### config.mk
export PLATFORM = sky130hd
export DESIGN_NAME = dht_ctrl
export DESIGN_NICKNAME = d
export VERILOG_FILES = /design/src/sv/dht_pkg.sv /design/src/sv/dht_ctrl.sv
export SDC_FILE = /design/constraint.sdc
export NUM_CORES = 1
export LEC_CHECK = 0
export BUFFER_PORTS_ARGS = -buffer_cell sky130_fd_sc_hd__buf_2
export CELL_PAD_IN_SITES_DETAIL_PLACEMENT = 1
export CELL_PAD_IN_SITES_GLOBAL_PLACEMENT = 2
export CORE_MARGIN = 3
export CORE_UTILIZATION = 28
export DETAILED_ROUTE_END_ITERATION = 16
export PLACE_DENSITY_LB_ADDON = 0.1
export SETUP_SLACK_MARGIN = 0.4
export SYNTH_ARGS = -nofsm -noshare
export SYNTH_HDL_FRONTEND = slang
export SYNTH_SLANG_ARGS = --single-unit
### constraint.sdc
create_clock -name clk -period 4.3 [get_ports clk]
set_input_delay 0.215 -clock clk [delete_from_list [all_inputs] [get_ports clk]]
set_output_delay 0.215 -clock clk [all_outputs]
set_load 0.02 [all_outputs]
### src/sv/dht_pkg.sv
`timescale 1ns / 1ps

package dht_pkg;

    localparam int TABLE_DEPTH = 16;
    localparam int SLOT_LIMIT  = 31;
    // Slot numbers are five bits wide, so at most 31 entries can be reached.
    localparam int USED_DEPTH  = (TABLE_DEPTH < SLOT_LIMIT) ? TABLE_DEPTH : SLOT_LIMIT;
    localparam int SLOT_W      = 5;
    localparam int KEY_W       = 32;
    localparam int FUNC_W      = 2;

    typedef enum logic [FUNC_W-1:0] {
        FUNC_ALLOC   = 2'd0,
        FUNC_LOOKUP  = 2'd1,
        FUNC_RELEASE = 2'd2
    } func_t;

    typedef enum logic [1:0] {
        ST_IDLE,
        ST_SCAN,
        ST_COMMIT
    } state_t;

    // Request token that walks down the row of cells, one cell per cycle.
    typedef struct packed {
        logic              active;
        func_t             op;
        logic [KEY_W-1:0]  hkey;
        logic [KEY_W-1:0]  ckey;
        logic [SLOT_W-1:0] slot;
        logic [SLOT_W-1:0] match_slot;
        logic [SLOT_W-1:0] empty_slot;
        logic [KEY_W-1:0]  data_h;
        logic [KEY_W-1:0]  data_c;
    } probe_t;

    // Entry write issued by the controller after an allocate scan.
    typedef struct packed {
        logic              en;
        logic [SLOT_W-1:0] slot;
        logic [KEY_W-1:0]  hkey;
        logic [KEY_W-1:0]  ckey;
    } wr_t;

endpackage

### src/sv/dht_ctrl.sv
`timescale 1ns / 1ps

module dht_ctrl
(
    input  logic                       clk,
    input  logic                       rst_n,
    input  logic                       in_valid,
    output logic                       in_stall,
    input  dht_pkg::probe_t            tail,
    output dht_pkg::wr_t               wr,
    output logic                       out_valid,
    input  logic                       out_stall,
    output logic [dht_pkg::SLOT_W-1:0] result_slot,
    output logic [dht_pkg::KEY_W-1:0]  found_handler,
    output logic [dht_pkg::KEY_W-1:0]  found_context
);

    dht_pkg::state_t           state_reg;
    dht_pkg::state_t           state_next;
    dht_pkg::wr_t              wr_reg;
    dht_pkg::wr_t              wr_next;
    logic [dht_pkg::SLOT_W-1:0] res_slot_reg;
    logic [dht_pkg::SLOT_W-1:0] res_slot_next;
    logic [dht_pkg::KEY_W-1:0]  res_h_reg;
    logic [dht_pkg::KEY_W-1:0]  res_h_next;
    logic [dht_pkg::KEY_W-1:0]  res_c_reg;
    logic [dht_pkg::KEY_W-1:0]  res_c_next;
    logic                       out_valid_reg;
    logic                       out_valid_next;
    logic [dht_pkg::SLOT_W-1:0] out_slot_reg;
    logic [dht_pkg::SLOT_W-1:0] out_slot_next;
    logic [dht_pkg::KEY_W-1:0]  out_h_reg;
    logic [dht_pkg::KEY_W-1:0]  out_h_next;
    logic [dht_pkg::KEY_W-1:0]  out_c_reg;
    logic [dht_pkg::KEY_W-1:0]  out_c_next;

    always_comb
    begin
        state_next     = state_reg;
        wr_next        = wr_reg;
        wr_next.en     = 1'b0;
        res_slot_next  = res_slot_reg;
        res_h_next     = res_h_reg;
        res_c_next     = res_c_reg;
        out_valid_next = out_valid_reg && out_stall;
        out_slot_next  = out_slot_reg;
        out_h_next     = out_h_reg;
        out_c_next     = out_c_reg;
        in_stall       = 1'b1;
        case (state_reg)
            dht_pkg::ST_IDLE:
            begin
                in_stall = 1'b0;
                if (in_valid)
                begin
                    state_next = dht_pkg::ST_SCAN;
                end
            end
            dht_pkg::ST_SCAN:
            begin
                if (tail.active)
                begin
                    res_slot_next = '0;
                    res_h_next    = '0;
                    res_c_next    = '0;
                    wr_next.slot  = tail.empty_slot;
                    wr_next.hkey  = tail.hkey;
                    wr_next.ckey  = tail.ckey;
                    case (tail.op)
                        dht_pkg::FUNC_ALLOC:
                        begin
                            if (tail.hkey != '0)
                            begin
                                if (tail.match_slot != '0)
                                begin
                                    res_slot_next = tail.match_slot;
                                end
                                else
                                begin
                                    res_slot_next = tail.empty_slot;
                                    wr_next.en    = (tail.empty_slot != '0);
                                end
                            end
                        end
                        dht_pkg::FUNC_LOOKUP:
                        begin
                            res_h_next = tail.data_h;
                            res_c_next = tail.data_c;
                        end
                        default:
                        begin
                        end
                    endcase
                    state_next = dht_pkg::ST_COMMIT;
                end
            end
            dht_pkg::ST_COMMIT:
            begin
                if (!out_valid_reg || !out_stall)
                begin
                    out_valid_next = 1'b1;
                    out_slot_next  = res_slot_reg;
                    out_h_next     = res_h_reg;
                    out_c_next     = res_c_reg;
                    state_next     = dht_pkg::ST_IDLE;
                end
            end
            default:
            begin
                state_next = dht_pkg::ST_IDLE;
            end
        endcase
    end

    always_ff @(posedge clk or negedge rst_n)
    begin
        if (!rst_n)
        begin
            state_reg     <= dht_pkg::ST_IDLE;
            wr_reg        <= '0;
            out_valid_reg <= 1'b0;
        end
        else
        begin
            state_reg     <= state_next;
            wr_reg        <= wr_next;
            out_valid_reg <= out_valid_next;
        end
    end

    always_ff @(posedge clk)
    begin
        res_slot_reg <= res_slot_next;
        res_h_reg    <= res_h_next;
        res_c_reg    <= res_c_next;
        out_slot_reg <= out_slot_next;
        out_h_reg    <= out_h_next;
        out_c_reg    <= out_c_next;
    end

    assign wr            = wr_reg;
    assign out_valid     = out_valid_reg;
    assign result_slot   = out_slot_reg;
    assign found_handler = out_h_reg;
    assign found_context = out_c_reg;

endmodule

==> results, run 1 <==
- The synthesized netlist occupies a cell area of 7530 sq um.
- Using the TritonRoute via totals, the vias-per-cell ratio works out to 4.25.
- The clock tree from TritonCTS is yes.
- The headroom to the max-slew limit is 20.9%.
- 291 I/O pins were placed.
- In this run the tool buffered the top-level ports with 285 buffer cells.
- The wire length of the first global-routing pass is 34.0 mm.
- The startpoint identified for the worst hold timing path is tail[69].
- The stage delay of the slowest cell on the critical path is 1040 ps.
- The via count of the first global-routing pass was 6179.
- The most numerous cell type found on the critical path is nand2_1.
- In the routed design, unresolved DRC markers number 0.
- The leakage dissipation is 5.16 nW.
- The signal on the critical path passes through nand3b_1, inv_6, buf_4, nand2_1, nand2_1.
- In the final design database the tool counted 1123 nets.
- The site row count is 59.
- Relative to the synthesized area, the layout overhead comes to 51.9%.
- Setup repair after global routing left no endpoint under its margin.
- Setup violations remaining at the end of the flow were counted as 0.
- The routability-driven placement congestion ratio is 0.763.
- Synthesis handed over a netlist of 546 instances.
- Summed over its instances, the top area cell type makes up 55.0% of the synthesized netlist area.
- The final-layout setup total negative slack is 0 ps.
- The hold path depth is 4.
- In the layout the commonest cells are buf_2, nand2_1, edfxtp_1, dlygate4sd3_1, dfrtp_1.
- The number of antenna violations at the first check in global routing was 1.
- For this run the aggregate overflow at the end of global routing stands at 0.
- The clock tree skew after final layout is 7.90 ps.
- The worst setup path is of the reg2reg kind.
- Entering global routing, the biggest net connects 108 pins.
- The clock reaches the later pin of the worst-skew pair after 510 ps.
- Counting flops and latches in the post-synthesis netlist gives 211.
- When the netlist entered floorplanning its net count stood at 696.
- The average size of a mapped cell is 13.8 sq um.
- The cell type group with the largest total delay on the critical path is buffers and inverters.
- The total of cells resized after clock tree synthesis is 0.
- The register with the most flip-flops in the layout has 70 of them.
- In this run the power density over the cells is 514 nW/um^2.
- The final-report max-slew violation count was 0.
- The worst path in the final design needs a cycle of 3050 ps, including I/O delays and setup.
- The library cell used most frequently in the layout, excluding fill and tap cells, is buf_2.
- The total number of yosys warnings is 0.
- The final clock period utilization by the worst path is 70.9%.
- The total power consumption of the routed design is 0.00587 W.
- Global routing used 14.9% of the available tracks.
- Sorting the synthesized cells by area gives the leading types as edfxtp_1, dfrtp_1, nand2_1, and2_1, buf_2.
- The worst path required time is 4740 ps.
- The startpoint of the most critical register-to-register path is state_reg[1].
- STA classifies the critical path endpoint as a flip-flop.
- Based on the critical path, the design can be clocked at up to 328 MHz.
- The residual antenna-violating net count after detailed routing is 0.
- Synthesis instantiated 27 different standard cells from the library.
- The floorplan step set the die width to 170 microns.
- The area of the die is 28900 sq um.
- The total placed cells including tap cells is 1144.
- The run finished with clean final reports.
- The sequential cell area fraction in the yosys report is 79.3%.
- The register clock-pin slew on the reported worst setup and hold paths is 60 ps.
- The number of violations reported at the end of detailed-routing iteration 0 is 279.
- The filler cell count is 2835.
- The starting density of the core is 28.7%.
- The peak ir drop on the vdd network is 0.254 mV.
- In this run the worst path has a maximum fanout of 107.
- The total number of clock tree sinks is 211.
- The cell taking the most area after synthesis is edfxtp_1.
- The core region is 26300 sq um.
- The die is 170 microns tall.
- In this run the post-CTS setup repair buffer count came out at 0.
- The depth of the most critical reg-to-reg path is 5.
- Hold repair after CTS inserted 138 buffers.
- The largest individual stage delay along the critical path comes from the cell inv_6.
- The count of endpoints failing hold in the final timing report came to 0.
- For this run, the number of standard cells in the final layout without fillers is 1326.
- The number of buffers between clock root and the deepest sink is 3.
- The tool flagged a number of max-cap violations equal to 0.
- After detailed routing, the average wire length per cell comes to 16.6 microns.
- The worst hold path belongs to the class in2reg.
- The master cell of the clock root buffer is clkbuf_16.
- In this run the number of H-tree levels came out at 1.
- Together, buffers and inverters on the worst path number 2.
- In this run the worst setup path begins at state_reg[1].
- The transition at the pin with the smallest max-transition slack is 1180 ps.
- The first detailed-routing pass took 4 iterations.
- The final route contains 5629 vias.
- The TritonCTS buffer count is 24.
- The total detailed-routing wirelength is 22.0 mm.
- The element type at the critical path start is a flip-flop.
- In the final layout, the share of cells above drive strength 1 is 33.2%.
- The arrival time at the worst endpoint is 3490 ps.
- The HPWL after detailed placement is 14.4 mm.
- The number of cells on the critical path is 5.
[cell type report]
type	count	area, sq um	share of cell area [%]
flip-flops and latches	211	5970	52.2
repair buffers	426	2830	24.8
multi-input cells	307	1450	12.7
clock buffers	31	648	5.67
well taps	335	419	3.67
clock inverters	12	96.3	0.842
inverters	3	16.3	0.142
diodes	1	2.50	0.0219
[power by group]
group | switching (W) | leakage (nW) | internal [W]
sequential | 0.000153 | 2.20 | 0.00254
clock | 0.000803 | 0.358 | 0.00112
combinational | 0.000824 | 2.60 | 0.000432
total | 0.00178 | 5.16 | 0.00409
[per-stage QoR]
step	area [sq um]	util, %	hold slack [ps]	setup WS [ps]
after floorplan	7530	-	-80.6	1410
after global placement	9310	35.4	401	1300
after detailed placement	9310	35.4	406	1220
after CTS	11400	43.5	2.22	1230
after global routing	11400	43.5	54.6	856
final	11400	43.5	36.1	1250
[routing by layer]
metal / GRT usage (%) / vias to the layer above / wire (microns)
li1: - / 2683 / -
met3: 4.51 / 32 / 1760
met5: 0 / - / 0
met4: 3.56 / 0 / 501
met1: 19.0 / 2682 / 9270
met2: 25.2 / 232 / 10500
[synthesized netlist by cell type, drive strengths merged]
cell type,n
a211oi,5
a21oi,2
nor4,9
nand3b,1
nor2,1
nand2,210
nand2b,1
or2,2
and4,2
clkbuf,12
a31oi,4
o21ai,2
edfxtp,138
clkinv,1
dfrtp,73
or4,1
nor2b,1
buf,13
inv,2
and2,64
mux2i,1
a2111oi,1
[final timing paths]
check	end	slack [ps]
hold / removal	wr[69]	40
setup reg to reg	wr[22]	1250
min in group asynchronous	wr[58]	410
hold reg to reg	found_context[27]	420
setup / recovery	wr[22]	1250
max in group asynchronous	wr[4]	3240
[kinds of logic (layout without fill, tap and decap cells)]
logic type / after synthesis / in the layout / share of synthesized area [%]
compound gates: 14 / 14 / 1.30
mux: 1 / 1 / 0.133
flops: 211 / 211 / 79.3
simple gates: 292 / 292 / 17.6
buf+inv: 28 / 472 / 1.69
other cells: 0 / 1 / 0
[worst reg2reg max path: stages, from the launching register on]
cell	delay [ps]
dfrtp_1	400
nand3b_1	790
inv_6	1040
buf_4	540
nand2_1	140
nand2_1	70
(Power assumes the default switching activity.)
==> inputs of run 2 (changes only) <==
- ABC_AREA: default -> 1
- CORE_UTILIZATION: 28 -> 30
- clock period: 4.3 -> 3.05 ns (I/O delays scaled with it)
==> run 2 against run 1 <==
Net effect:
- wire length fell by 1.2%
- sequential share of layout area fell by 0.68 points
- cell count rose by 6.0%
- die area fell by 5.0%
- via count rose by 5.5%
- cell area rose by 1.3%
- critical path depth fell by 1
- maximum frequency rose by 71%
- clock skew rose by 10 ps
- global-route usage rose by 0.58 points
- area after synthesis rose by 1.5%
- combinational power rose by 100%
- largest cell class unchanged
==> results, run 2 <==
- The top cell type by area accounts for 54.2% of the synthesized area.
- Counting both buffers and inverters, the worst setup path holds a total of 1.
- Using the TritonRoute via totals, the vias-per-cell ratio works out to 4.23.
- The tightest min-delay check is of the in2reg type.
- After synthesis, the share of flip-flops with an asynchronous set or reset is 34.6%.
- Excluding fillers, the count of instances in the completed layout stands at 1406.
- In this run the tool buffered the top-level ports with 285 buffer cells.
- Setup repair after global routing left no endpoint under its margin.
- The area of the die is 27400 sq um.
- The global-route track usage on met3 is 5.46%.
- Clock-pin slew was measured on the worst setup and hold paths at 60 ps.
- The register with the most flip-flops in the layout has 70 of them.
- The starting density of the core is 31.0%.
- The global routing's busiest layer is met2.
- The vertical die dimension is 166 microns.
- Of all nets on the critical path, the largest fanout is 135.
- Entering global routing, the biggest net connects 136 pins.
- The area of the core is 24700 sq um.
- Sorting the synthesized cells by area gives the leading types as edfxtp_1, dfrtp_1, nand2_1, nor2_1, inv_1.
- The total placed cells including tap cells is 1229.
- The share of cells above drive strength 1 is 30.5%.
- The clock net in this run drives a total of 211 sinks.
- The commonest cells after synthesis are nand2_1, edfxtp_1, nor2_1.
- The first global-routing pass estimated 34.7 mm of wire.
- Among cell families on the critical path, the largest total delay comes from simple AND/OR/NAND/NOR gates.
- Power spread over the standard cell area amounts to 826 nW/um^2.
- The clock passes through at most 3 buffers.
- The arrival time at the worst endpoint is 2200 ps.
- The area growth from synthesis to layout is 51.5%.
- Counting every instance in the synthesized netlist gives 638.
- The average size of a mapped cell is 12.0 sq um.
- The count of endpoints failing hold in the final timing report is 0.
- The count of distinct cell types in the synthesized netlist is 19.
- The overall global routing resource usage is 15.5%.
- The run finished with clean final reports.
- The critical path capture point type is a flip-flop.
- The number of antenna violations at the first check in global routing is 3.
- The worst setup path category is reg2reg.
- At the pin with the least slew margin, the transition time is 984 ps.
- The cell at the slowest stage of the critical path is buf_12.
- The signal on the critical path passes through nor3_4, buf_12, nand3_1, nor3_1.
- In this run the static leakage power is 5.53 nW.
- Global routing used 26.4% of the available met2 tracks.
- For this block, the initial DRC count from the detailed router was 195.
- The number of vias after detailed routing is 5941.
- The die width is 166 microns.
- The achievable clock frequency is 560 MHz.
- The most used flip-flop cell after synthesis is edfxtp_1.
- The commonest non-fill, non-tap cell in the layout is buf_2.
- The via count of the first global-routing pass is 6492.
- For this run the aggregate overflow at the end of global routing stands at 0.
- The Yosys step of the flow raised 0 warnings.
- Counting flops with a built-in enable in the synthesized netlist gives 138.
- In the layout the commonest cells are buf_2, nand2_1, edfxtp_1, dlygate4sd3_1, nor2_1.
- The site row count is 57.
- The count of nets left with antenna violations once routing finished came out at 0.
- In the final routed layout, each cell accounts on average for 15.5 microns.
- Max-cap violations in this run came to 0.
- The stage delay of the slowest cell on the critical path is 540 ps.
- The area of the mapped netlist is 7650 sq um.
- The clock tree from TritonCTS is yes.
- Summed over all instances, the cell type with the most area after synthesis is edfxtp_1.
- The number of synthesized register bits is 211.
- The clock tree skew after final layout is 18.1 ps.
- Buffers inserted during clock tree synthesis total 23.
- The HPWL after detailed placement is 14.0 mm.
- STA classifies the critical path startpoint as a flip-flop.
- The area occupied by registers is 5970 sq um.
- The first detailed-routing pass ran for 4 iterations.
- Of the synthesized area, sequential elements account for 78.1%.
- The library cell with the highest instance count after synthesis is nand2_1.
- The met1 track demand over resource in global routing is 18.7%.
- In this run the number of H-tree levels came out at 1.
- The number of nets in the synthesized netlist is 788.
- The repair_antennas step left the layout with diodes totalling 0.
- 291 I/O pins were placed.
- The final clock period utilization by the worst path is 58.5%.
- The worst path required time is 3470 ps.
- The congestion estimate from routability-driven global placement came to 0.730.
- The count of final setup violators is 0.
- Setup total negative slack on the finished layout was measured at 0 ps.
- The layout has 2729 filler cells.
- For this run, design rule violations remaining after detail routing come to 0.
- The clock period could shrink to 1780 ps.
- The clock latency reported for the late side of the worst-skew pair is 510 ps.
- The cell sitting at the root of the clock tree is a clkbuf_16.
- Once layout is complete, the utilization of the core stands at 47.0%.
- The final-report max-slew violation count is 0.
- In the final layout, the multi-input gates occupy 1300 sq um.
- The headroom to the max-slew limit is 34.4%.
- The peak ir drop on the vdd network is 0.411 mV.
- The final layout contains routed wiring with a total length of 21.7 mm.
- The total number of nets in the final design is 1217.
[run 2: cell count changes after synthesis, sizes merged, moves of 4 or more]
cell    delta
nor2      +96
inv       +73
nor4       -9
nor3       +7
and2      -64
a211oi     -5
clkbuf     -4
[run 2: final cells by class]
type / count / share of cell area (%)
inverter: 75 / 2.43
clock inverter: 15 / 1.56
clock buffer: 25 / 5.03
sequential: 211 / 51.5
tap: 324 / 3.50
multi-input combinational: 330 / 11.2
timing repair buffer: 426 / 24.8
[run 2: repair_timing]
item,4_1_cts,5_1_grt
gates resized for setup,0,0
hold buffers,137,0
endpoints found under the hold margin,209,0
setup buffers,0,0
[run 2: per-stage QoR]
step                      setup WS (ps)  total power, W  hold WS, ps  cell area [sq um]
after global placement             1360         0.00659          352               9450
after detailed placement           1300         0.00668          361               9450
after floorplan                     871         0.00563         -143               7660
final                              1270         0.00957         28.6              11600
after global routing               1130          0.0101         36.8              11600
after CTS                          1260         0.00972         22.0              11600
[run 2: cell families after synthesis]
group | share of synthesized area [%]
buf+inv | 5.12
simple gates | 16.2
compound gates | 0.573
flops | 78.1
[run 2: metal layers]
layer	vias up	wire length, microns
met3	42	1950
met4	6	492
met2	226	10500
met1	2810	8800
li1	2857	-
met5	-	38
[run 2: path summary, 6_finish.rpt]
| path | end | cells past startpoint | slack [ps] | startpoint |
|---|---|---|---|---|
| worst min register to register | found_context[0] | 0 | 410 | res_c_reg[0] |
| min in group asynchronous | wr[18] | 2 | 310 | rst_n |
| worst max register to register | wr[69] | 4 | 1270 | state_reg[1] |
| worst max-delay path | wr[69] | 4 | 1270 | state_reg[1] |
| max in group asynchronous | wr[36] | 2 | 2050 | rst_n |
| worst min-delay path | wr[69] | 3 | 30 | tail[144] |
[run 2: worst min-delay path: stages]
cell and delay (ps):
buf_2 90, or2_2 180, nor3_1 80
[run 2: power by group]
group	internal (W)	switching (W)
clock network	0.00172	0.00112
registers	0.00388	0.000306
logic	0.000824	0.00172
