File: src/sv/dht_pkg.sv
`timescale 1ns / 1ps

package dht_pkg;

    localparam int TABLE_DEPTH = 16;
    localparam int SLOT_LIMIT  = 31;
    // Slot numbers are five bits wide, so at most 31 entries can be reached.
    localparam int USED_DEPTH  = (TABLE_DEPTH < SLOT_LIMIT) ? TABLE_DEPTH : SLOT_LIMIT;
    localparam int SLOT_W      = 5;
    localparam int KEY_W       = 32;
    localparam int FUNC_W      = 2;

    typedef enum logic [FUNC_W-1:0] {
        FUNC_ALLOC   = 2'd0,
        FUNC_LOOKUP  = 2'd1,
        FUNC_RELEASE = 2'd2
    } func_t;

    typedef enum logic [1:0] {
        ST_IDLE,
        ST_SCAN,
        ST_COMMIT
    } state_t;

    // Request token that walks down the row of cells, one cell per cycle.
    typedef struct packed {
        logic              active;
        func_t             op;
        logic [KEY_W-1:0]  hkey;
        logic [KEY_W-1:0]  ckey;
        logic [SLOT_W-1:0] slot;
        logic [SLOT_W-1:0] match_slot;
        logic [SLOT_W-1:0] empty_slot;
        logic [KEY_W-1:0]  data_h;
        logic [KEY_W-1:0]  data_c;
    } probe_t;

    // Entry write issued by the controller after an allocate scan.
    typedef struct packed {
        logic              en;
        logic [SLOT_W-1:0] slot;
        logic [KEY_W-1:0]  hkey;
        logic [KEY_W-1:0]  ckey;
    } wr_t;

endpackage

File: src/sv/dht_cell.sv
`timescale 1ns / 1ps

module dht_cell
(
    input  logic                       clk,
    input  logic                       rst_n,
    input  logic [dht_pkg::SLOT_W-1:0] cell_slot,
    input  dht_pkg::probe_t            probe_in,
    input  dht_pkg::wr_t               wr,
    output dht_pkg::probe_t            probe_out
);

    logic [dht_pkg::KEY_W-1:0] handler_reg;
    logic [dht_pkg::KEY_W-1:0] handler_next;
    logic [dht_pkg::KEY_W-1:0] context_reg;
    logic [dht_pkg::KEY_W-1:0] context_next;
    dht_pkg::probe_t           probe_reg;
    dht_pkg::probe_t           probe_next;

    always_comb
    begin
        handler_next = handler_reg;
        context_next = context_reg;
        probe_next   = probe_in;
        if (wr.en && (wr.slot == cell_slot))
        begin
            handler_next = wr.hkey;
            context_next = wr.ckey;
        end
        if (probe_in.active)
        begin
            case (probe_in.op)
                dht_pkg::FUNC_ALLOC:
                begin
                    // The first matching pair and the first empty entry win.
                    if ((probe_in.match_slot == '0) && (handler_reg == probe_in.hkey) &&
                        (context_reg == probe_in.ckey))
                    begin
                        probe_next.match_slot = cell_slot;
                    end
                    if ((probe_in.empty_slot == '0) && (handler_reg == '0))
                    begin
                        probe_next.empty_slot = cell_slot;
                    end
                end
                dht_pkg::FUNC_LOOKUP:
                begin
                    if (probe_in.slot == cell_slot)
                    begin
                        probe_next.data_h = handler_reg;
                        probe_next.data_c = context_reg;
                    end
                end
                dht_pkg::FUNC_RELEASE:
                begin
                    if (probe_in.slot == cell_slot)
                    begin
                        handler_next = '0;
                        context_next = '0;
                    end
                end
                default:
                begin
                end
            endcase
        end
    end

    always_ff @(posedge clk or negedge rst_n)
    begin
        if (!rst_n)
        begin
            handler_reg <= '0;
            context_reg <= '0;
            probe_reg   <= '0;
        end
        else
        begin
            handler_reg <= handler_next;
            context_reg <= context_next;
            probe_reg   <= probe_next;
        end
    end

    assign probe_out = probe_reg;

endmodule

File: config.mk
export PLATFORM = sky130hd
export DESIGN_NAME = dht_cell
export DESIGN_NICKNAME = d
export VERILOG_FILES = /design/src/sv/dht_pkg.sv /design/src/sv/dht_cell.sv
export SDC_FILE = /design/constraint.sdc
export NUM_CORES = 1
export LEC_CHECK = 0
export BUFFER_PORTS_ARGS = -buffer_cell sky130_fd_sc_hd__buf_2
export CAP_MARGIN = 20
export CORE_AREA = 2 2 143 145
export CTS_CLUSTER_SIZE = 10
export DETAILED_ROUTE_END_ITERATION = 8
export DIE_AREA = 0 0 145 147
export PLACE_DENSITY = 0.76
export RECOVER_POWER = 100
export SYNTH_ARGS = -nofsm -noshare
export SYNTH_HDL_FRONTEND = slang
export SYNTH_SLANG_ARGS = --single-unit
export TNS_END_PERCENT = 10
File: constraint.sdc
create_clock -name clk -period 1.6 [get_ports clk]
set_input_delay 0.32 -clock clk [delete_from_list [all_inputs] [get_ports clk]]
set_output_delay 0.32 -clock clk [all_outputs]
set_load 0.02 [all_outputs]
==> impl_metrics.xml, run 1 <==
<?xml version="1.0" encoding="UTF-8"?>
<metrics>
  <group name="floorplan">
    <metric name="ios" unit="">369</metric>
    <metric name="fp.dieH" unit="µm">147</metric>
    <metric name="rows" unit="">52</metric>
    <metric name="starting_density" unit="%">42.24</metric>
    <metric name="die_w" unit="µm">145</metric>
    <metric name="fp.coreArea" unit="µm²">19840</metric>
    <metric name="design.die.area" unit="µm²">21320</metric>
  </group>
  <group name="clock_network">
    <metric name="insertion_delay" unit="ps">510</metric>
    <metric name="clock_tree.root_cell" unit="">clkbuf_16</metric>
    <metric name="cts_tree" unit="">built</metric>
    <metric name="path_clk_slew" unit="ps">50</metric>
    <metric name="clock_tree.htree_level_count" unit="">1</metric>
    <metric name="number_of_sinks_handled_by_clock_tree_synthesis" unit="">210</metric>
    <metric name="cts-buffers-inserted" unit="">25</metric>
    <metric name="clock_tree.buffer_depth" unit="">3</metric>
  </group>
  <group name="timing">
    <metric name="layout_setup_ws" unit="ps">-168.8</metric>
    <metric name="worstMarginPinSlew" unit="ps">1192</metric>
    <metric name="timing.setup.tns" unit="ps">-7456</metric>
    <metric name="min_period_over_period" unit="%">110.6</metric>
    <metric name="final-hold-violation-count" unit="">0</metric>
    <metric name="period_minus_slack" unit="ps">1769</metric>
    <metric name="max_freq" unit="GHz">0.5653</metric>
    <metric name="slew_violations" unit="">0</metric>
    <metric name="worst_clock_skew" unit="ps">10.69</metric>
    <metric name="rsz0062_at_grt" unit="">true</metric>
    <metric name="setup_viol_count_final" unit="">71</metric>
    <metric name="worst_slew_margin_rel" unit="%">20.50</metric>
  </group>
  <group name="global_routing">
    <metric name="grt_remaining_overflow" unit="">0</metric>
    <metric name="groute.layer.met1.usage" unit="%">32.15</metric>
    <metric name="global_route_met2_usage" unit="%">49.60</metric>
    <metric name="met3_use_gr" unit="%">5.807</metric>
    <metric name="grt_pass1_wl" unit="mm">44.15</metric>
    <metric name="grt_max_degree" unit="">48</metric>
    <metric name="first_global_vias" unit="">7729</metric>
    <metric name="grt_antenna_before_repair" unit="">3</metric>
    <metric name="groute.usage.overall" unit="%">27.14</metric>
    <metric name="most_used_layer_global_route" unit="">met2</metric>
  </group>
  <group name="logic_synthesis">
    <metric name="synth_xor_xnor_area_share" unit="%">5.852</metric>
    <metric name="yosys.area_share.simple" unit="%">11.15</metric>
    <metric name="synth.cell_area" unit="µm²">8382</metric>
    <metric name="synth-main-ff-cell" unit="">dfrtp_1</metric>
    <metric name="muxShareOfSynthArea" unit="%">11.29</metric>
    <metric name="postSynth.asyncResetShare" unit="%">100.0</metric>
    <metric name="synthCells" unit="">650</metric>
    <metric name="synth_cell_types" unit="">29</metric>
    <metric name="synth.avg_cell_area" unit="µm²">12.90</metric>
    <metric name="synth.yosys.seq_area_share" unit="%">62.70</metric>
    <metric name="number_of_enable_flip_flop_cells_after_synthesis" unit="">0</metric>
    <metric name="dominant_combinational_cell_family_by_area_after_synthesis" unit="">multiplexers</metric>
    <metric name="synth_warnings" unit="">0</metric>
    <metric name="synth_fp_nets" unit="">873</metric>
    <metric name="synth-compound-area-share" unit="%">5.881</metric>
    <metric name="yosys_register_bits" unit="">210</metric>
    <metric name="synth_adder_area_share" unit="%">0</metric>
  </group>
  <group name="placed_design">
    <metric name="place_hpwl" unit="mm">21.98</metric>
    <metric name="io_buffers" unit="">368</metric>
    <metric name="gpl.final_weighted_congestion" unit="">0.8789</metric>
  </group>
  <group name="finish">
    <metric name="design.final.nets" unit="">1408</metric>
    <metric name="areaGrowthSynthToFinish" unit="%">49.05</metric>
    <metric name="mostFrequentLayoutCells" unit="">clkbuf_1, dfrtp_1, buf_2</metric>
    <metric name="post_route_cells_drive_above_1_share" unit="%">31.62</metric>
    <metric name="layout_commonest_cell" unit="">clkbuf_1</metric>
    <metric name="largest_register_ff_count" unit="">146</metric>
  </group>
  <group name="detailed_routing">
    <metric name="dr.pass1.iters" unit="">4</metric>
    <metric name="first_iter_violations" unit="">326</metric>
    <metric name="ant_nets" unit="">0</metric>
    <metric name="post_drt_wl_per_cell" unit="µm">20.76</metric>
    <metric name="finalWirelength" unit="mm">30.35</metric>
    <metric name="drt_drc_violations_left" unit="">0</metric>
    <metric name="post_drt_via_cell_ratio" unit="">4.937</metric>
    <metric name="via_count" unit="">7218</metric>
  </group>
  <group name="setup_path">
    <metric name="cp_max_fo" unit="">5</metric>
    <metric name="timing.critical_path.depth" unit="">6</metric>
    <metric name="cp_slowest_stage_delay" unit="ps">450</metric>
    <metric name="required" unit="ps">2020</metric>
    <metric name="cp_top_family" unit="">simple AND/OR/NAND/NOR gates</metric>
    <metric name="critPathSlowestCell" unit="">or4_4</metric>
    <metric name="worst-endpoint-arrival" unit="ps">2190</metric>
    <metric name="timing_worst_setup_path_type" unit="">reg -&gt; reg</metric>
    <metric name="path_cells" unit="">xor2_1, or4_4, nor4_4, nand4_1, buf_6, o21bai_1</metric>
    <metric name="critPathCaptureType" unit="">flip-flop</metric>
    <metric name="cp_num_buf_inv" unit="">1</metric>
    <metric name="type_of_origin_of_the_critical_path" unit="">flip-flop</metric>
    <metric name="worst_r2r_path_depth" unit="">6</metric>
  </group>
  <group name="run">
    <metric name="max-cap-violations" unit="">0</metric>
  </group>
  <group name="power_and_ir_drop">
    <metric name="total_leakage_power" unit="nW">5.682</metric>
    <metric name="p_total" unit="W">0.01510</metric>
    <metric name="netSwitchingPower" unit="W">0.004387</metric>
    <metric name="power.density_cell_area" unit="nW/µm²">1209</metric>
    <metric name="ir_drop_worst_vdd" unit="mV">0.7093</metric>
    <metric name="power.internal" unit="W">0.01072</metric>
    <metric name="power_share_of_the_sequential_group" unit="%">44.0</metric>
    <metric name="clkPwrFrac" unit="%">32.7</metric>
    <metric name="power.combinational.fraction" unit="%">23.3</metric>
    <metric name="swShare" unit="%">29.05</metric>
  </group>
  <group name="outcome">
    <metric name="status" unit="">finished with violations</metric>
    <metric name="violations" unit="">setup timing</metric>
  </group>
  <group name="hold_path">
    <metric name="worst_hold_path_cell_count" unit="">2</metric>
    <metric name="worstHoldPathType" unit="">in -&gt; reg</metric>
  </group>
</metrics>
power by group through the flow:
stage	Combinational, W	Clock, W	Sequential (W)
after detailed placement	0.00335	0	0.00671
after global routing	0.00380	0.00530	0.00674
after floorplan	0.00127	0	0.00685
final	0.00352	0.00494	0.00665
after CTS	0.00357	0.00504	0.00663
after global placement	0.00326	0	0.00668
Yosys cell counts, types with 8 or more instances:
library cell | count | area (µm²)
nand4_1 | 18 | 112.6
mux2_4 | 60 | 900.9
xor2_1 | 9 | 78.83
a21oi_1 | 64 | 320.3
inv_1 | 8 | 30.03
buf_2 | 14 | 70.07
nand2_1 | 129 | 484.2
nand2b_1 | 12 | 75.07
nor4_1 | 13 | 81.33
dfrtp_1 | 210 | 5255
nor2b_1 | 12 | 75.07
xnor2_1 | 47 | 411.6
path summary, 6_finish.rpt:
kind,end,slack [ps],startpoint
worst max-delay path,probe_out[72],-170,context_reg[10]
worst min-delay path,probe_out[65],30,probe_in[65]
worst max register to register,probe_out[72],-170,context_reg[10]
worst min register to register,probe_out[31],560,context_reg[31]
max in group asynchronous,context_reg[14],130,rst_n
min in group asynchronous,probe_out[85],620,rst_n
what timing repair did:
action / in CTS / in global routing
gates cloned: 0 / 2
pin swaps: 17 / 6
setup endpoints to repair: 74 / 83
hold buffers: 65 / 0
buffers inserted: 3 / 1
hold endpoints to repair: 104 / 0
resized for setup: 8 / 20
stage by stage:
stage	cell area (µm²)	utilization, %	hold WS, ps	instances	setup WS [ps]
CTS	12650	63.73	1.466	1456	-151.3
finish	12490	62.96	26.08	1462	-168.8
global route	12490	62.93	10.68	1460	-233.3
detailed placement	11240	56.65	261.5	1357	-629.4
floorplan	8382	-	24.41	650	-162.8
global placement	11240	56.65	260.3	1357	-721.7
kinds of logic after synthesis:
kind of cell | after synthesis
AO/OA/AOI/OAI | 84
multiplexers | 64
flip-flops | 210
buffers and inverters | 35
XOR/XNOR | 56
AND/OR/NAND/NOR | 201
per-layer routing:
layer / part of all wire (%) / vias to the layer above
li1: - / 3265
met1: 38 / 3561
met2: 52 / 329
met3: 6.9 / 61
met4: 2.5 / 2
met5: 0.043 / -
area by class of cell:
type / count / area [µm²]
fillers: 1639 / 7351
diodes: 3 / 7.507
repair buffers: 535 / 3184
multi-input cells: 405 / 2993
flip-flops and latches: 210 / 5256
clock inverters: 2 / 13.76
well taps: 270 / 337.8
inverters: 8 / 30.03
clock buffers: 29 / 670.6
(Power assumes the default switching activity.)
==> run 2, diff against run 1 <==
Settings changed: ABC_AREA from default to 1, PLACE_DENSITY 0.76 to 0.75.
==> run 2 against run 1 <==
Effect of this change:
- the run still ends with setup timing left
- flip-flop and latch count did not move
- final area fell by 3.1%
- non-clock buffer count fell by 62
- clock power fell by 6.1%
- clock skew fell by 1.5 ps
- power fell by 3.8%
- sequential power fell by 0.8%
- sequential share of layout area rose by 1.3 points
- synthesized cell count rose by 33%
- first-iteration DRC count fell by 7.1%
- setup slack improved by 130 ps
==> impl_metrics.xml, run 2 <==
<?xml version="1.0" encoding="UTF-8"?>
<metrics>
  <group name="placed_design">
    <metric name="place_hpwl" unit="mm">19.88</metric>
    <metric name="gpl.final_weighted_congestion" unit="">0.8385</metric>
    <metric name="io_buffers" unit="">368</metric>
  </group>
  <group name="hold_path">
    <metric name="worst_hold_path_cell_count" unit="">3</metric>
    <metric name="timing.hold.worst.start" unit="">probe_in[62]</metric>
    <metric name="worstHoldPathType" unit="">in -&gt; reg</metric>
    <metric name="worstHoldEndpoint" unit="">probe_out[62]</metric>
  </group>
  <group name="timing">
    <metric name="final-hold-violation-count" unit="">0</metric>
    <metric name="worstMarginPinSlew" unit="ps">475.9</metric>
    <metric name="setup_viol_count_final" unit="">1</metric>
    <metric name="worst_slew_margin_rel" unit="%">68.27</metric>
    <metric name="rsz0062_at_grt" unit="">true</metric>
    <metric name="timing.setup.tns" unit="ps">-42.14</metric>
    <metric name="period_minus_slack" unit="ps">1642</metric>
    <metric name="min_period_over_period" unit="%">102.6</metric>
    <metric name="layout_setup_ws" unit="ps">-42.14</metric>
    <metric name="slew_violations" unit="">0</metric>
    <metric name="max_freq" unit="GHz">0.6090</metric>
    <metric name="worst_clock_skew" unit="ps">9.211</metric>
  </group>
  <group name="logic_synthesis">
    <metric name="netlist_top_cells_area" unit="">dfrtp_1, nand2_1, o21ai_1</metric>
    <metric name="postSynth.asyncResetShare" unit="%">100.0</metric>
    <metric name="dominant_combinational_cell_family_by_area_after_synthesis" unit="">compound AO/OA/AOI/OAI gates</metric>
    <metric name="synth-main-ff-cell" unit="">dfrtp_1</metric>
    <metric name="synth.avg_cell_area" unit="µm²">9.595</metric>
    <metric name="synth-compound-area-share" unit="%">13.16</metric>
    <metric name="synth_xor_xnor_area_share" unit="%">2.632</metric>
    <metric name="synth_fp_nets" unit="">1090</metric>
    <metric name="synth_cell_types" unit="">23</metric>
    <metric name="synth.yosys.seq_area_share" unit="%">63.17</metric>
    <metric name="number_of_enable_flip_flop_cells_after_synthesis" unit="">0</metric>
    <metric name="yosys_register_bits" unit="">210</metric>
    <metric name="ys_top_cells_by_count" unit="">dfrtp_1, nand2_1, o21ai_1</metric>
    <metric name="muxShareOfSynthArea" unit="%">0</metric>
    <metric name="synth_top_cell_area_share" unit="%">63.17</metric>
    <metric name="yosys.area_share.simple" unit="%">12.92</metric>
    <metric name="synth_most_common_cell" unit="">dfrtp_1</metric>
    <metric name="synth_warnings" unit="">0</metric>
    <metric name="synth_largest_area_cell" unit="">dfrtp_1</metric>
    <metric name="synth_adder_area_share" unit="%">0</metric>
    <metric name="synthCells" unit="">867</metric>
    <metric name="synth.cell_area" unit="µm²">8319</metric>
  </group>
  <group name="detailed_routing">
    <metric name="drt_drc_violations_left" unit="">0</metric>
    <metric name="post_drt_via_cell_ratio" unit="">4.859</metric>
    <metric name="post_drt_wl_per_cell" unit="µm">17.24</metric>
    <metric name="finalWirelength" unit="mm">27.60</metric>
    <metric name="first_iter_violations" unit="">303</metric>
    <metric name="via_count" unit="">7780</metric>
    <metric name="ant_nets" unit="">0</metric>
    <metric name="dr.pass1.iters" unit="">5</metric>
  </group>
  <group name="clock_network">
    <metric name="clock_tree.root_cell" unit="">clkbuf_16</metric>
    <metric name="cts_tree" unit="">built</metric>
    <metric name="clock_tree.htree_level_count" unit="">1</metric>
    <metric name="insertion_delay" unit="ps">500</metric>
    <metric name="clock_tree.buffer_depth" unit="">3</metric>
    <metric name="path_clk_slew" unit="ps">60</metric>
    <metric name="cts-buffers-inserted" unit="">24</metric>
    <metric name="number_of_sinks_handled_by_clock_tree_synthesis" unit="">210</metric>
  </group>
  <group name="setup_path">
    <metric name="worst-endpoint-arrival" unit="ps">2070</metric>
    <metric name="required" unit="ps">2030</metric>
    <metric name="reg2reg_to" unit="">probe_out[70]</metric>
    <metric name="critPathCaptureType" unit="">flip-flop</metric>
    <metric name="cp_max_fo" unit="">5</metric>
    <metric name="setup.reg_to_reg.worst_slack" unit="ps">-20</metric>
    <metric name="timing_worst_setup_path_type" unit="">in -&gt; reg</metric>
    <metric name="crit-reg2reg-launch" unit="">handler_reg[31]</metric>
    <metric name="type_of_origin_of_the_critical_path" unit="">input pin</metric>
    <metric name="worst_r2r_path_depth" unit="">12</metric>
  </group>
  <group name="global_routing">
    <metric name="groute.usage.overall" unit="%">25.54</metric>
    <metric name="grt_max_degree" unit="">81</metric>
    <metric name="grt_pass1_wl" unit="mm">42.60</metric>
    <metric name="grt_antenna_before_repair" unit="">0</metric>
    <metric name="grt_remaining_overflow" unit="">0</metric>
    <metric name="first_global_vias" unit="">7836</metric>
  </group>
  <group name="floorplan">
    <metric name="die_w" unit="µm">145</metric>
    <metric name="ios" unit="">369</metric>
    <metric name="rows" unit="">52</metric>
    <metric name="starting_density" unit="%">41.92</metric>
    <metric name="fp.coreArea" unit="µm²">19840</metric>
    <metric name="fp.dieH" unit="µm">147</metric>
    <metric name="design.die.area" unit="µm²">21320</metric>
  </group>
  <group name="finish">
    <metric name="antennaDiodeCount" unit="">0</metric>
    <metric name="design.final.nets" unit="">1555</metric>
    <metric name="mostFrequentLayoutCells" unit="">buf_2, dfrtp_1, nand2_1</metric>
    <metric name="layout_commonest_cell" unit="">buf_2</metric>
    <metric name="largest_register_ff_count" unit="">146</metric>
    <metric name="areaGrowthSynthToFinish" unit="%">45.50</metric>
    <metric name="post_route_cells_drive_above_1_share" unit="%">32.61</metric>
  </group>
  <group name="outcome">
    <metric name="violations" unit="">setup timing</metric>
    <metric name="status" unit="">finished with violations</metric>
  </group>
  <group name="run">
    <metric name="max-cap-violations" unit="">0</metric>
  </group>
  <group name="power_and_ir_drop">
    <metric name="ir_drop_worst_vdd" unit="mV">0.8346</metric>
    <metric name="power.density_cell_area" unit="nW/µm²">1201</metric>
    <metric name="p_total" unit="W">0.01454</metric>
    <metric name="total_leakage_power" unit="nW">6.390</metric>
  </group>
</metrics>
run 2: changes by cell type after synthesis, sizes merged, moves of 13 or more:
cell / delta
buf: +13
xnor2: -36
o21ai: +140
nand2: +69
inv: +108
mux2: -64
nor2: +35
run 2: power breakdown:
part | total (W) | switching (W) | internal, W
Combinational | 0.00330 | 0.00196 | 0.00133
Sequential | 0.00660 | 0.000470 | 0.00613
Clock | 0.00464 | 0.00192 | 0.00272
Total | 0.0145 | 0.00436 | 0.0102
run 2: layer usage:
metal / part of all wire, % / routed length [µm] / track usage (%) / up-vias
met5: 0 / 0 / 0 / -
met4: 2.7 / 744 / 7.921 / 0
met3: 6.8 / 1866 / 4.845 / 51
met2: 52 / 14360 / 46.38 / 334
met1: 38 / 10620 / 30.88 / 3722
li1: - / - / - / 3673
run 2: cell type report:
cell class	count	area, µm²
fill	1633	7740
sequential	210	5255
timing repair buffer	473	2969
multi-input combinational	507	2481
clock buffer	25	625.6
inverter	116	435.4
tap	270	337.8
run 2: worst max-delay path by stage:
stage,startpoint,to,cells after the start
floorplan,probe_in[74],probe_out[50],9
global placement,cell_slot[1],probe_out[54],10
detailed placement,cell_slot[2],probe_out[55],9
CTS,context_reg[19],probe_out[70],10
global route,probe_in[122],probe_out[70],10
finish,probe_in[98],probe_out[70],11
run 2: critical path, cell delays in order:
cell	delay, ps
dlygate4sd3_1	520
clkbuf_1	160
o21ai_0	140
nor2_1	160
nand2_1	100
nor2_2	120
nand2_2	80
nor2_2	100
buf_6	120
nand4_1	120
nand2_2	120
run 2: cells by family after synthesis:
family | count (synthesis)
AOI/OAI and AO/OA | 214
xor gates and xnor gates | 25
buffers and inverters | 150
DFF | 210
and+or+nand+nor | 268
run 2: repair_timing:
item / in CTS / in global routing
endpoints found under the setup margin: 9 / 10
hold buffers: 73 / 0
buffers inserted: 0 / 1
endpoints found under the hold margin: 106 / 0
resized for setup: 11 / 25
pin swaps: 4 / 25
run 2: stage by stage:
step	hold slack (ps)	setup slack, ps	util (%)	cell area (µm²)	std cells
floorplan	24.41	211.7	-	8319	867
global placement	249.6	-194.2	54.05	10730	1512
detailed placement	252.5	-237.3	54.05	10730	1512
CTS	7.911	-9.981	61.05	12110	1610
global route	12.51	-138.5	61.00	12100	1601
finish	27.73	-42.14	61.00	12100	1601
==> run 3, diff against run 2 <==
Settings changed: CORE_AREA 2 2 143 145 to default, CORE_MARGIN from default to 8, CORE_UTILIZATION from default to 43, DIE_AREA 0 0 145 147 to default, PLACE_DENSITY 0.75 to 0.77.
==> run 3 against run 2 <==
Effect of this change:
- setup slack improved by 26 ps
- first-iteration DRC count increased by 17%
- power increased by 2.4%
- count of clock-buffer cells in the layout increased by 5
- the flow still finishes with violations (setup timing)
- die area increased by 13%
- critical endpoint is now probe_out[73]
- non-clock buffer count increased by 9
- register-to-register slack improved by 50 ps
- sequential power about the same
- critical path depth increased by 2
- global-route usage decreased by 1.7 points
- combinational power about the same
- highest routed layer is now met5
==> impl_metrics.xml, run 3 (same netlist as run 2, synthesis figures left out) <==
<?xml version="1.0" encoding="UTF-8"?>
<metrics>
  <group name="setup_path">
    <metric name="critPathCaptureType" unit="">flip-flop</metric>
    <metric name="reg2reg_to" unit="">probe_out[73]</metric>
    <metric name="cp_max_fo" unit="">5</metric>
    <metric name="cp_slowest_stage_delay" unit="ps">530</metric>
    <metric name="crit_path_frequent_cell" unit="">nand2_1</metric>
    <metric name="timing_worst_setup_path_type" unit="">in -&gt; reg</metric>
    <metric name="type_of_origin_of_the_critical_path" unit="">input pin</metric>
    <metric name="worst-endpoint-arrival" unit="ps">2050</metric>
    <metric name="worst_r2r_path_depth" unit="">9</metric>
    <metric name="crit-reg2reg-launch" unit="">handler_reg[26]</metric>
    <metric name="critPathSlowestCell" unit="">dlygate4sd3_1</metric>
    <metric name="setup.reg_to_reg.worst_slack" unit="ps">30</metric>
    <metric name="path_cells" unit="">dlygate4sd3_1, clkbuf_1, inv_1, nand2_1, nand2_1, nor2_1, nand2_1, nor2_1, nand3_1, nor2_1, buf_4, nand2_1, o21bai_1</metric>
    <metric name="required" unit="ps">2030</metric>
  </group>
  <group name="power_and_ir_drop">
    <metric name="clkPwrFrac" unit="%">33.5</metric>
    <metric name="power_share_of_the_sequential_group" unit="%">44.2</metric>
    <metric name="power.internal" unit="W">0.01045</metric>
    <metric name="power.density_cell_area" unit="nW/µm²">1230</metric>
    <metric name="ir_drop_worst_vdd" unit="mV">0.8271</metric>
    <metric name="netSwitchingPower" unit="W">0.004435</metric>
    <metric name="p_total" unit="W">0.01488</metric>
    <metric name="power.combinational.fraction" unit="%">22.3</metric>
    <metric name="total_leakage_power" unit="nW">6.357</metric>
    <metric name="swShare" unit="%">29.80</metric>
  </group>
  <group name="placed_design">
    <metric name="post_dp_cell_area" unit="µm²">10720</metric>
    <metric name="place_hpwl" unit="mm">21.77</metric>
    <metric name="gpl.final_weighted_congestion" unit="">0.8486</metric>
    <metric name="dp.cells" unit="">1509</metric>
    <metric name="io_buffers" unit="">368</metric>
  </group>
  <group name="floorplan">
    <metric name="design.die.area" unit="µm²">24050</metric>
    <metric name="die_w" unit="µm">155.1</metric>
    <metric name="rows" unit="">51</metric>
    <metric name="fp.dieH" unit="µm">155.1</metric>
    <metric name="fp.coreArea" unit="µm²">19210</metric>
    <metric name="ios" unit="">369</metric>
    <metric name="starting_density" unit="%">43.31</metric>
  </group>
  <group name="clock_network">
    <metric name="clock_tree.root_cell" unit="">clkbuf_16</metric>
    <metric name="clock_tree.buffer_depth" unit="">3</metric>
    <metric name="path_clk_slew" unit="ps">60</metric>
    <metric name="cts-buffers-inserted" unit="">25</metric>
    <metric name="insertion_delay" unit="ps">500</metric>
    <metric name="cts_tree" unit="">built</metric>
    <metric name="number_of_sinks_handled_by_clock_tree_synthesis" unit="">210</metric>
    <metric name="clock_tree.htree_level_count" unit="">1</metric>
  </group>
  <group name="finish">
    <metric name="mostFrequentLayoutCells" unit="">buf_2, dfrtp_1, nand2_1</metric>
    <metric name="areaGrowthSynthToFinish" unit="%">45.44</metric>
    <metric name="post_route_cells_drive_above_1_share" unit="%">29.72</metric>
    <metric name="layout_commonest_cell" unit="">buf_2</metric>
    <metric name="final.fill_count" unit="">1517</metric>
    <metric name="largest_register_ff_count" unit="">146</metric>
    <metric name="final_area" unit="µm²">12100</metric>
    <metric name="design.final.nets" unit="">1565</metric>
    <metric name="number_of_standard_cells_in_the_layout_taps_in_and_fillers_out" unit="">1615</metric>
  </group>
  <group name="global_routing">
    <metric name="grt_pass1_wl" unit="mm">44.75</metric>
    <metric name="grt_remaining_overflow" unit="">0</metric>
    <metric name="grt_max_degree" unit="">129</metric>
    <metric name="groute.usage.overall" unit="%">23.88</metric>
    <metric name="grt_antenna_before_repair" unit="">9</metric>
    <metric name="first_global_vias" unit="">8146</metric>
  </group>
  <group name="timing">
    <metric name="fin_worst_hold_slack" unit="ps">30.37</metric>
    <metric name="layout_setup_ws" unit="ps">-16.03</metric>
    <metric name="worst_clock_skew" unit="ps">8.015</metric>
    <metric name="setup_viol_count_final" unit="">1</metric>
    <metric name="max_freq" unit="GHz">0.6188</metric>
    <metric name="final-hold-violation-count" unit="">0</metric>
    <metric name="period_minus_slack" unit="ps">1616</metric>
    <metric name="timing.setup.tns" unit="ps">-16.03</metric>
    <metric name="worstMarginPinSlew" unit="ps">1081</metric>
    <metric name="rsz0062_at_grt" unit="">true</metric>
    <metric name="min_period_over_period" unit="%">101.0</metric>
    <metric name="worst_slew_margin_rel" unit="%">27.91</metric>
    <metric name="slew_violations" unit="">0</metric>
  </group>
  <group name="detailed_routing">
    <metric name="drt_drc_violations_left" unit="">0</metric>
    <metric name="via_count" unit="">7861</metric>
    <metric name="ant_nets" unit="">0</metric>
    <metric name="dr.pass1.iters" unit="">6</metric>
    <metric name="post_drt_wl_per_cell" unit="µm">18.42</metric>
    <metric name="first_iter_violations" unit="">356</metric>
    <metric name="post_drt_via_cell_ratio" unit="">4.867</metric>
    <metric name="finalWirelength" unit="mm">29.75</metric>
  </group>
  <group name="outcome">
    <metric name="status" unit="">finished with violations</metric>
    <metric name="violations" unit="">setup timing</metric>
  </group>
  <group name="run">
    <metric name="max-cap-violations" unit="">0</metric>
  </group>
  <group name="hold_path">
    <metric name="worst_hold_path_cell_count" unit="">3</metric>
    <metric name="worstHoldPathType" unit="">in -&gt; reg</metric>
    <metric name="worstHoldEndpoint" unit="">probe_out[20]</metric>
    <metric name="timing.hold.worst.start" unit="">probe_in[20]</metric>
  </group>
</metrics>
==> run 3: per-layer routing <==
metal  vias up  wire length [µm]  track usage [%]
met4        10              1195            10.45
met2       346             15150            41.81
li1       3718                 -                -
met3        98              2679            6.935
met5         -                62                0
met1      3689             10660            26.64
==> run 3: layout make-up <==
| type | instances | area (µm²) | share of cell area, % |
|---|---|---|---|
| multi-input combinational | 507 | 2439 | 20.16 |
| tap | 265 | 331.6 | 2.740 |
| timing repair buffer | 482 | 2944 | 24.33 |
| clock buffer | 30 | 654.4 | 5.408 |
| antenna | 4 | 10.01 | 0.08273 |
| inverter | 116 | 435.4 | 3.599 |
| clock inverter | 1 | 30.03 | 0.2482 |
| sequential | 210 | 5255 | 43.43 |
==> run 3: critical path, delay by kind of cell <==
family	cells	cell delay (ps)
buf+inv	4	900
compound gates	1	140
simple gates	8	700
==> run 3: worst max-delay path by stage <==
stage                          from             to  slack, ps  depth (start not counted)
floorplan              probe_in[74]  probe_out[50]        210                          9
global placement       probe_in[74]   probe_out[5]       -200                          9
detailed placement     probe_in[74]  probe_out[50]       -230                          9
CTS                  context_reg[4]  probe_out[73]          4                          9
global route        handler_reg[26]  probe_out[73]       -160                          9
finish                probe_in[131]  probe_out[73]        -20                         13
==> run 3: stage by stage <==
step / util, % / worst slack, ps
4_1_cts: 63.10 / 3.685
3_5_place_dp: 55.82 / -231.7
2_1_floorplan: - / 211.7
6_report: 62.99 / -16.03
5_1_grt: 62.98 / -155.8
3_3_place_gp: 55.82 / -196.9
==> run 3: power groups by stage <==
stage	clock [W]	sequential [W]	combinational (W)
2_1_floorplan	0	0.00681	0.00150
3_3_place_gp	0	0.00660	0.00300
3_5_place_dp	0	0.00665	0.00309
4_1_cts	0.00507	0.00656	0.00325
5_1_grt	0.00526	0.00665	0.00369
6_report	0.00499	0.00658	0.00332
==> run 3: timing repair <==
action | in CTS | in global routing
endpoints found under the hold margin | 100 | 0
pin swaps | 0 | 9
setup buffers | 0 | 3
gates resized for setup | 1 | 18
hold buffers | 71 | 0
endpoints found under the setup margin | 5 | 9
